--- src/rtl/owtrs_pkg.sv ---
// ----------------------------------------------------------------------------
// owtrs_pkg
// Types, constants and sequencing functions of the one-wire temperature read
// sequencer.
// ----------------------------------------------------------------------------
package owtrs_pkg;

	localparam int READ_BITS  = 16;
	localparam int WAIT_WIDTH = 20;
	localparam int SHIFT_W    = 16;
	localparam int BIT_W      = $clog2(READ_BITS + 1);
	localparam int LEN_W      = 20;
	localparam int CW         = (WAIT_WIDTH > LEN_W) ? WAIT_WIDTH : LEN_W;
	localparam int CFG_IDX_W  = 3;
	localparam int CFG_DATA_W = 20;

	localparam logic [CW-1:0] WAIT_MAX = CW'({WAIT_WIDTH{1'b1}});

	localparam logic [CFG_IDX_W-1:0] CFG_RESET_LOW     = 3'd0;
	localparam logic [CFG_IDX_W-1:0] CFG_PRESENCE_WAIT = 3'd1;
	localparam logic [CFG_IDX_W-1:0] CFG_CONVERT_WAIT  = 3'd2;
	localparam logic [CFG_IDX_W-1:0] CFG_SLOT_START    = 3'd3;
	localparam logic [CFG_IDX_W-1:0] CFG_WRITE_HOLD    = 3'd4;
	localparam logic [CFG_IDX_W-1:0] CFG_RECOVERY      = 3'd5;
	localparam logic [CFG_IDX_W-1:0] CFG_READ_SAMPLE   = 3'd6;
	localparam logic [CFG_IDX_W-1:0] CFG_READ_TAIL     = 3'd7;

	localparam logic [7:0] CMD_SKIP_ROM     = 8'hCC;
	localparam logic [7:0] CMD_CONVERT      = 8'h44;
	localparam logic [7:0] CMD_READ_SCRATCH = 8'hBE;

	localparam logic [1:0] SLOT_OPEN   = 2'd0;
	localparam logic [1:0] SLOT_HOLD   = 2'd1;
	localparam logic [1:0] SLOT_SAMPLE = 2'd2;
	localparam logic [1:0] SLOT_TAIL   = 2'd3;

	localparam logic [2:0] STEP_SKIP1    = 3'd0;
	localparam logic [2:0] STEP_CONVERT  = 3'd1;
	localparam logic [2:0] STEP_SKIP2    = 3'd2;
	localparam logic [2:0] STEP_READ_CMD = 3'd3;
	localparam logic [2:0] STEP_READING  = 3'd4;

	typedef enum logic [5:0] {
		PH_IDLE     = 6'b000001,
		PH_RESET    = 6'b000010,
		PH_PRESENCE = 6'b000100,
		PH_WRITE    = 6'b001000,
		PH_CONVERT  = 6'b010000,
		PH_READ     = 6'b100000
	} phase_t;

	typedef struct packed {
		logic start_req;
		logic bus_level;
	} tick_t;

	typedef struct packed {
		logic               bus_drive_low;
		logic               busy_res;
		logic               done_res;
		logic signed [15:0] temperature;
	} result_t;

	typedef struct packed {
		logic [15:0] reset_low_us;
		logic [15:0] presence_wait_us;
		logic [19:0] convert_wait_us;
		logic [3:0]  slot_start_us;
		logic [7:0]  write_hold_us;
		logic [7:0]  recovery_us;
		logic [3:0]  read_sample_us;
		logic [7:0]  read_tail_us;
	} cfg_t;

	typedef struct packed {
		phase_t                phase;
		logic [2:0]            step;
		logic [1:0]            slot;
		logic [BIT_W-1:0]      bits;
		logic [7:0]            cmd;
		logic [SHIFT_W-1:0]    shift;
		logic [WAIT_WIDTH-1:0] wc;
		logic [15:0]           reading;
		logic                  done;
	} state_t;

	localparam cfg_t CFG_RESET = '{
		reset_low_us:     16'd1000,
		presence_wait_us: 16'd480,
		convert_wait_us:  20'd750000,
		slot_start_us:    4'd2,
		write_hold_us:    8'd60,
		recovery_us:      8'd2,
		read_sample_us:   4'd5,
		read_tail_us:     8'd50
	};

	localparam state_t ST_RESET = '{
		phase:   PH_IDLE,
		step:    '0,
		slot:    '0,
		bits:    '0,
		cmd:     '0,
		shift:   '0,
		wc:      '0,
		reading: '0,
		done:    1'b0
	};

	function automatic logic [7:0] cmd_byte(input logic [1:0] idx);
		logic [7:0] b;
		case (idx)
			2'd0:    b = CMD_SKIP_ROM;
			2'd1:    b = CMD_CONVERT;
			2'd2:    b = CMD_SKIP_ROM;
			default: b = CMD_READ_SCRATCH;
		endcase
		return b;
	endfunction

	// signed sixteenths of a degree to tenths, truncated toward zero
	function automatic logic [15:0] to_tenths(input logic [SHIFT_W-1:0] raw);
		logic signed [19:0] sx;
		logic signed [19:0] t;
		logic signed [19:0] q;
		sx = 20'(signed'(raw));
		t  = (sx <<< 3) + (sx <<< 1);
		q  = (t + (t[19] ? 20'sd15 : 20'sd0)) >>> 4;
		return q[15:0];
	endfunction

	function automatic logic [CW-1:0] seg_len(input state_t s, input cfg_t c);
		logic [LEN_W-1:0] n;
		case (s.phase)
			PH_RESET:    n = LEN_W'(c.reset_low_us);
			PH_PRESENCE: n = LEN_W'(c.presence_wait_us);
			PH_CONVERT:  n = c.convert_wait_us;
			PH_WRITE: begin
				case (s.slot)
					SLOT_OPEN: n = LEN_W'(c.slot_start_us);
					SLOT_HOLD: n = LEN_W'(c.write_hold_us);
					default:   n = LEN_W'(c.recovery_us);
				endcase
			end
			PH_READ: begin
				case (s.slot)
					SLOT_OPEN:   n = LEN_W'(c.slot_start_us);
					SLOT_HOLD:   n = LEN_W'(c.read_sample_us);
					SLOT_SAMPLE: n = LEN_W'(1);
					default:     n = LEN_W'(c.read_tail_us);
				endcase
			end
			default: n = '0;
		endcase
		return (CW'(n) > WAIT_MAX) ? WAIT_MAX : CW'(n);
	endfunction

	function automatic logic seg_drive(input state_t s);
		logic d;
		case (s.phase)
			PH_RESET: d = 1'b1;
			PH_WRITE: begin
				case (s.slot)
					SLOT_OPEN: d = 1'b1;
					SLOT_HOLD: d = ~s.cmd[s.bits[2:0]];
					default:   d = 1'b0;
				endcase
			end
			PH_READ: d = (s.slot == SLOT_OPEN);
			default: d = 1'b0;
		endcase
		return d;
	endfunction

	function automatic state_t finish(input state_t s);
		state_t r;
		r         = s;
		r.reading = to_tenths(s.shift);
		r.done    = 1'b1;
		r.step    = '0;
		r.slot    = '0;
		r.bits    = '0;
		r.phase   = PH_IDLE;
		return r;
	endfunction

	// end of a write byte: next command byte, conversion wait or read slots
	function automatic state_t byte_end(input state_t s, input logic [1:0] first_slot);
		state_t r;
		r      = s;
		r.bits = '0;
		if (s.step == STEP_SKIP1 || s.step == STEP_SKIP2) begin
			r.step = s.step + 3'd1;
			r.cmd  = cmd_byte(s.step[1:0] + 2'd1);
			r.slot = first_slot;
		end else if (s.step == STEP_CONVERT) begin
			r.step  = STEP_SKIP2;
			r.phase = PH_CONVERT;
			r.slot  = SLOT_OPEN;
		end else begin
			r.step  = STEP_READING;
			r.shift = '0;
			r.phase = PH_READ;
			r.slot  = SLOT_OPEN;
		end
		return r;
	endfunction

	// one segment forward
	function automatic state_t advance(input state_t s);
		state_t           r;
		logic [BIT_W-1:0] nb;
		r  = s;
		nb = s.bits + BIT_W'(1);
		r.wc = '0;
		case (s.phase)
			PH_RESET: r.phase = PH_PRESENCE;
			PH_PRESENCE: begin
				r.phase = PH_WRITE;
				r.cmd   = cmd_byte(s.step[1:0]);
				r.bits  = '0;
				r.slot  = SLOT_OPEN;
			end
			PH_WRITE: begin
				if (s.slot < SLOT_SAMPLE) begin
					r.slot = s.slot + 2'd1;
				end else if (32'(nb) < 8) begin
					r.slot = SLOT_OPEN;
					r.bits = nb;
				end else begin
					r = byte_end(r, SLOT_OPEN);
				end
			end
			PH_CONVERT: r.phase = PH_RESET;
			PH_READ: begin
				if (s.slot < SLOT_TAIL) begin
					r.slot = s.slot + 2'd1;
				end else if (32'(nb) >= READ_BITS) begin
					r = finish(r);
				end else begin
					r.slot = SLOT_OPEN;
					r.bits = nb;
				end
			end
			default: r.phase = PH_IDLE;
		endcase
		return r;
	endfunction

	// reset, presence and conversion: a zero length moves on by one segment
	function automatic state_t skip_plain(input state_t s, input cfg_t c, input phase_t ph);
		state_t r;
		r = s;
		if (s.phase == ph && seg_len(s, c) == '0) begin
			r = advance(s);
		end
		return r;
	endfunction

	// zero-length write segments, collapsed to the first segment with time
	function automatic state_t skip_write(input state_t s, input cfg_t c);
		state_t           r;
		logic             z3;
		logic             z4;
		logic             z5;
		logic [1:0]       first;
		logic [BIT_W-1:0] nb;
		r     = s;
		z3    = (c.slot_start_us == '0);
		z4    = (c.write_hold_us == '0);
		z5    = (c.recovery_us == '0);
		first = !z3 ? SLOT_OPEN : (!z4 ? SLOT_HOLD : SLOT_SAMPLE);
		nb    = s.bits + BIT_W'(1);
		if (s.phase == PH_WRITE && seg_len(s, c) == '0) begin
			r.wc = '0;
			if (z3 && z4 && z5) begin
				r.bits = '0;
				r.slot = SLOT_OPEN;
				if (s.step == STEP_SKIP1 || s.step == STEP_CONVERT) begin
					r.phase = PH_CONVERT;
					r.step  = STEP_SKIP2;
					if (s.step == STEP_SKIP1) begin
						r.cmd = CMD_CONVERT;
					end
				end else begin
					r.phase = PH_READ;
					r.step  = STEP_READING;
					r.shift = '0;
					if (s.step == STEP_SKIP2) begin
						r.cmd = CMD_READ_SCRATCH;
					end
				end
			end else if (s.slot == SLOT_OPEN && !z4) begin
				r.slot = SLOT_HOLD;
			end else if (s.slot <= SLOT_HOLD && !z5) begin
				r.slot = SLOT_SAMPLE;
			end else if (32'(nb) < 8) begin
				r.bits = nb;
				r.slot = first;
			end else begin
				r = byte_end(r, first);
			end
		end
		return r;
	endfunction

	// zero-length read segments; the sample segment always lasts one tick
	function automatic state_t skip_read(input state_t s, input cfg_t c);
		state_t           r;
		logic             z3;
		logic             z6;
		logic [BIT_W-1:0] nb;
		r  = s;
		z3 = (c.slot_start_us == '0);
		z6 = (c.read_sample_us == '0);
		nb = s.bits + BIT_W'(1);
		if (s.phase == PH_READ && seg_len(s, c) == '0) begin
			r.wc = '0;
			case (s.slot)
				SLOT_OPEN: r.slot = !z6 ? SLOT_HOLD : SLOT_SAMPLE;
				SLOT_HOLD: r.slot = SLOT_SAMPLE;
				default: begin
					if (32'(nb) >= READ_BITS) begin
						r = finish(r);
					end else begin
						r.bits = nb;
						r.slot = !z3 ? SLOT_OPEN : (!z6 ? SLOT_HOLD : SLOT_SAMPLE);
					end
				end
			endcase
		end
		return r;
	endfunction

	function automatic state_t normalize(input state_t s, input cfg_t c);
		state_t r;
		r = skip_plain(s, c, PH_RESET);
		r = skip_plain(r, c, PH_PRESENCE);
		r = skip_write(r, c);
		r = skip_plain(r, c, PH_CONVERT);
		r = skip_plain(r, c, PH_RESET);
		r = skip_plain(r, c, PH_PRESENCE);
		r = skip_write(r, c);
		r = skip_read(r, c);
		return r;
	endfunction

endpackage

--- src/rtl/one_wire_temperature_read_sequencer.sv ---
// ----------------------------------------------------------------------------
// one_wire_temperature_read_sequencer
// One-wire master that runs a reset, skip-rom/convert, reset,
// skip-rom/read-scratchpad sequence and returns the temperature in tenths.
//
//   channel  | direction | handshake            | payload
//   ---------+-----------+----------------------+---------------------------
//   tick     | in        | tick_valid/stall     | start_req, bus_level
//   result   | out       | result_valid/stall   | drive, busy, done, temp
//   cfg      | in        | cfg_write            | cfg_index, cfg_data
//
// one tick transaction per clock unless a stalled result holds the tick register
// the tick register and the result register bound the single sequencing pass
// arst_n resets the sequence state and the config registers and clears both valid bits
// a stalled result holds the tick register, which then stalls the tick channel
// ----------------------------------------------------------------------------
module one_wire_temperature_read_sequencer
	import owtrs_pkg::*;
(
	input  logic                  clk,
	input  logic                  arst_n,
	input  logic                  cfg_write,
	input  logic [CFG_IDX_W-1:0]  cfg_index,
	input  logic [CFG_DATA_W-1:0] cfg_data,
	input  logic                  tick_valid,
	output logic                  tick_stall,
	input  tick_t                 tick,
	output logic                  result_valid,
	input  logic                  result_stall,
	output result_t               result
);

	cfg_t    cfg_q;
	state_t  st_q;
	state_t  st_start;
	state_t  st_norm;
	state_t  st_next;
	logic    valid_s1;
	tick_t   tick_s1;
	logic    valid_s2;
	result_t result_s2;
	result_t result_next;
	logic    move;
	logic    drive;
	logic [WAIT_WIDTH-1:0] wc_inc;

	assign move       = ~valid_s2 | ~result_stall;
	assign tick_stall = valid_s1 & ~move;

	always_comb begin
		st_start = st_q;
		if (st_q.phase == PH_IDLE && tick_s1.start_req) begin
			st_start.done  = 1'b0;
			st_start.step  = '0;
			st_start.slot  = '0;
			st_start.bits  = '0;
			st_start.wc    = '0;
			st_start.phase = PH_RESET;
		end
		st_norm = normalize(st_start, cfg_q);
		st_next = st_norm;
		drive   = 1'b0;
		wc_inc  = st_norm.wc + WAIT_WIDTH'(1);
		if (st_norm.phase != PH_IDLE) begin
			drive = seg_drive(st_norm);
			if (st_norm.phase == PH_READ && st_norm.slot == SLOT_SAMPLE &&
			    32'(st_norm.bits) < SHIFT_W && tick_s1.bus_level) begin
				st_next.shift[st_norm.bits[$clog2(SHIFT_W)-1:0]] = 1'b1;
			end
			if (CW'(wc_inc) >= seg_len(st_norm, cfg_q)) begin
				st_next = advance(st_next);
			end else begin
				st_next.wc = wc_inc;
			end
		end
		result_next.bus_drive_low = drive;
		result_next.busy_res      = (st_next.phase != PH_IDLE);
		result_next.done_res      = st_next.done;
		result_next.temperature   = signed'(st_next.reading);
	end

	always_ff @(posedge clk or negedge arst_n) begin
		if (!arst_n) begin
			cfg_q <= CFG_RESET;
		end else if (cfg_write) begin
			case (cfg_index)
				CFG_RESET_LOW:     cfg_q.reset_low_us     <= cfg_data[15:0];
				CFG_PRESENCE_WAIT: cfg_q.presence_wait_us <= cfg_data[15:0];
				CFG_CONVERT_WAIT:  cfg_q.convert_wait_us  <= cfg_data[19:0];
				CFG_SLOT_START:    cfg_q.slot_start_us    <= cfg_data[3:0];
				CFG_WRITE_HOLD:    cfg_q.write_hold_us    <= cfg_data[7:0];
				CFG_RECOVERY:      cfg_q.recovery_us      <= cfg_data[7:0];
				CFG_READ_SAMPLE:   cfg_q.read_sample_us   <= cfg_data[3:0];
				CFG_READ_TAIL:     cfg_q.read_tail_us     <= cfg_data[7:0];
				default:           cfg_q <= cfg_q;
			endcase
		end
	end

	always_ff @(posedge clk or negedge arst_n) begin
		if (!arst_n) begin
			valid_s1 <= 1'b0;
			valid_s2 <= 1'b0;
			st_q     <= ST_RESET;
		end else begin
			if (!tick_stall) begin
				valid_s1 <= tick_valid;
			end
			if (move) begin
				valid_s2 <= valid_s1;
				if (valid_s1) begin
					st_q <= st_next;
				end
			end
		end
	end

	// payload registers
	always_ff @(posedge clk) begin
		if (!tick_stall && tick_valid) begin
			tick_s1 <= tick;
		end
		if (move && valid_s1) begin
			result_s2 <= result_next;
		end
	end

	assign result_valid = valid_s2;
	assign result       = result_s2;

endmodule

--- config.mk ---
export PLATFORM = sky130hd
export DESIGN_NAME = one_wire_temperature_read_sequencer
export DESIGN_NICKNAME = d
export VERILOG_FILES = /design/src/rtl/owtrs_pkg.sv /design/src/rtl/one_wire_temperature_read_sequencer.sv
export SDC_FILE = /design/constraint.sdc
export NUM_CORES = 1
export LEC_CHECK = 0
export BUFFER_PORTS_ARGS = -buffer_cell sky130_fd_sc_hd__buf_2
export CORE_MARGIN = 2
export CORE_UTILIZATION = 40
export DETAILED_ROUTE_END_ITERATION = 10
export SLEW_MARGIN = 25
export SYNTH_ARGS = -nofsm -noshare
export SYNTH_HDL_FRONTEND = slang
export SYNTH_SLANG_ARGS = --single-unit
--- constraint.sdc ---
create_clock -name clk -period 14.4 [get_ports clk]
set_input_delay 2.88 -clock clk [delete_from_list [all_inputs] [get_ports clk]]
set_output_delay 2.88 -clock clk [all_outputs]
set_load 0.01 [all_outputs]
==> flow_summary_export.csv <==
group,metric,value,unit
run_status,outcome,"completed",
layout,diodes,0,
placement,gp_congestion,0.979,
clock_network,clock_sinks,184,
sta,skew,0.0164,ns
route,post_drt_via_cell_ratio,6.20,
route,drt_drc_violations_left,0,
sta,relSlewSlack,30.8,%
route,wl,50.4,mm
min_path,worstHoldStart,"st_q[52]",
min_path,min_to,"st_q[52]",
placement,placed_cell_area,15700,um2
logic_synthesis,synth-edff-count,21,
clock_network,post_cts_buffers,0,
logic_synthesis,synth_top_cell_by_area,"dfrtp_1",
setup_path,required,14.76,ns
logic_synthesis,synth_area,15000,um2
logic_synthesis,muxShareOfSynthArea,8.48,%
route,drtIter0Drc,1280,
global_route,first_global_vias,13100,
global_route,grt_max_degree,98,
setup_path,cp_num_buf_inv,1,
logic_synthesis,synthTopCellsByCount,"nand2_1, nor2_1, dfrtp_1",
layout,multi_input_area,9660,um2
setup_path,critPathMaxStageDelay,0.75,ns
job,maxCapViolCount,0,
logic_synthesis,synthTopCellsByArea,"dfrtp_1, ha_1, mux2_2",
layout,final_cell_area,16300,um2
logic_synthesis,synth_top_family_by_area,"compound AO/OA/AOI/OAI gates",
layout,fill_cells,3615,
clock_network,ctsResizeCount,0,
route,drt-wirelength-per-cell,22.6,um
sta,worst_slew_pin_slew,1.04,ns
setup_path,rrSetupSlack,1.54,ns
clock_network,hold_buffers,0,
min_path,hold_depth,2,
route,ant_nets,0,
pwr,p_leak,6.90,nW
logic_synthesis,synth_xor_xnor_area_share,4.22,%
layout,drive_above_1_share,16.7,%
logic_synthesis,yosysMostFrequentCell,"nand2_1",
route,vias,13800,
logic_synthesis,yosysSeqAreaShare,31.7,%
logic_synthesis,syn_inst,1733,
logic_synthesis,synth-main-ff-cell,"dfrtp_1",
clock_network,cts_buffer_depth,2,
sta,maxSlewViolCount,0,
setup_path,arrival,13.22,ns
pwr,vdd_drop_max,0.000109,V
setup_path,reg2reg_depth,46,
clock_network,cts_root_buf,"clkbuf_16",
global_route,grt_util_met1,38.7,%
logic_synthesis,synthAdderAreaFrac,7.54,%
setup_path,setup.worst_path.start_class,"register",
logic_synthesis,synth_cell_types,106,
global_route,grt_overflow,0,
logic_synthesis,async_reset_ff_share,88.6,%
sta,finalSetupViolCount,0,
setup_path,path_class,"register to register",
layout,regArea,4750,um2
clock_network,clkLatencyLatePin,0.48,ns
logic_synthesis,synth_top_area_share,21.9,%
setup_path,timing.rr.start,"cfg_q[61]",
global_route,grt_antenna_before_repair,0,
floorplan,core,36700,um2
setup_path,reg2reg_to,"st_q[3]",
setup_path,cp_slowest_cell,"or3_1",
logic_synthesis,synthSimpleGateAreaFrac,22.0,%
global_route,grt_use_met3,4.03,%
layout,final_util,44.4,%
floorplan,dieWidth,197,um
placement,hpwl,39.3,mm
setup_path,crit_start,"cfg_q[61]",
logic_synthesis,synth_compound_gate_area_share,22.2,%
pwr,p_per_area,160,nW/um2
sta,hold_violations,0,
global_route,grt.total_usage,26.4,%
sta,rsz0062_at_grt,"no",
global_route,grt_use_met2,39.2,%
logic_synthesis,syn-mean-instance-area,8.63,um2
sta,period_minus_slack,12.86,ns
logic_synthesis,syn_nets,1852,
floorplan,initial_utilization,40.8,%
route,firstDrtPassIters,7,
clock_network,cts_tree,"built",
setup_path,crit_fanout,24,
layout,syn_to_final_growth,8.96,%
logic_synthesis,synth-seq-cells,184,
floorplan,die_h,197,um
floorplan,die-area,39000,um2
sta,fmax,0.0778,GHz
clock_network,path_clk_slew,0.08,ns
setup_path,crit_family,"compound AO/OA/AOI/OAI gates",
clock_network,htreeDepth,4,
floorplan,io_pins,51,
global_route,grt_pass1_wl,78.7,mm
layout,nets,1866,
sta,fin_tns_setup,0,ns
floorplan,rows,70,
min_path,hold_path_class,"register to register",
setup_path,critPathCaptureType,"register",
placement,place.port_buffers,50,
clock_network,numCtsBuffers,17,
logic_synthesis,ys_warn_count,0,
sta,fin_crit_sh,89.3,%
global_route,busiest_layer,"met2",
[where the power goes]
| part | leakage [nW] | switching, mW | internal (mW) |
|---|---|---|---|
| combinational | 4.41 | 0.897 | 0.479 |
| sequential | 2.20 | 0.111 | 0.631 |
| clock | 0.297 | 0.259 | 0.239 |
| total | 6.90 | 1.27 | 1.35 |
[stage by stage]
step | total power [mW] | std cells | hold WS, ns | setup WS, ns
6_report | 2.62 | 2228 | 0.472 | 1.54
3_5_place_dp | 2.09 | 2196 | 0.455 | 1.76
3_3_place_gp | 2.09 | 2196 | 0.446 | 2.12
2_1_floorplan | 1.66 | 1733 | 0.424 | 3.50
4_1_cts | 2.60 | 2228 | 0.476 | 1.72
5_1_grt | 2.78 | 2228 | 0.490 | 0.553
[worst reg2reg max path: cells and delay by family, from the launching register on]
kind | cells | cell delay (ns)
AO/OA/AOI/OAI | 21 | 5.18
XOR/XNOR | 1 | 0.12
adder cells (fa/ha/maj) | 4 | 1.09
buffers and inverters | 1 | 0.19
flip-flops | 1 | 0.40
multiplexers | 3 | 1.03
AND/OR/NAND/NOR | 16 | 4.76
[metal layers]
metal,vias up,part of all wire [%]
li1,6435,-
met1,6767,47
met2,538,43
met3,71,6.9
met4,0,2.8
met5,-,0
[cells by family after synthesis]
family | count (synthesis)
adders and majority gates | 89
xor gates and xnor gates | 72
buffers and inverters | 144
muxes | 114
and+or+nand+nor | 654
DFF | 184
AOI/OAI and AO/OA | 476
[area by class of cell]
cell class / count / share of cell area, %
Multi-Input combinational cell: 1405 / 59.2
Sequential cell: 184 / 29.1
Tap cell: 468 / 3.59
Timing Repair Buffer: 76 / 2.77
Clock buffer: 17 / 2.61
Inverter: 63 / 1.45
Clock inverter: 15 / 1.19
[state kept, by name, summed over array words and instances (netlist names)]
| register | flops |
|---|---|
| st_q | 77 |
| result_valid | 1 |
| cfg_q | 84 |
| valid_s1 | 1 |
| result | 19 |
| tick_s1 | 2 |
[how the worst max path moves through the flow]
stage / end / depth (start not counted) / slack, ns
2_1_floorplan: result[13] / 54 / 3.50
3_3_place_gp: st_q[8] / 46 / 2.12
3_5_place_dp: st_q[3] / 46 / 1.76
4_1_cts: st_q[3] / 46 / 1.72
5_1_grt: st_q[3] / 47 / 0.55
6_report: st_q[3] / 46 / 1.54
[placed cells by master, fill, tap and decap left out, types with 8 or more instances in the layout]
master and n:
xor2_1 27, nand2b_1 16, buf_4 26, nor2_1 133, and2_1 56, a31oi_1 22, and3_1 25, a211oi_1 11
xnor2_1 45, nor4_1 22, o211ai_1 12, o21a_1 8, o22ai_1 18, edfxtp_1 21, a21oi_1 118, or2_2 9
nor2b_1 9, a222oi_1 15, nand4_1 18, clkbuf_16 17, or4_1 9, dfstp_2 32, nor3_1 35, dfrtp_1 131
inv_1 59, nand2_1 194, mux2_2 95, or3_1 13, mux2i_1 16, buf_2 49, a21o_1 32, nand3_1 65
o31ai_1 15, a22o_1 12, ha_1 87, o21bai_1 19, o21ai_0 83
Power figures use the tool's default switching activity.
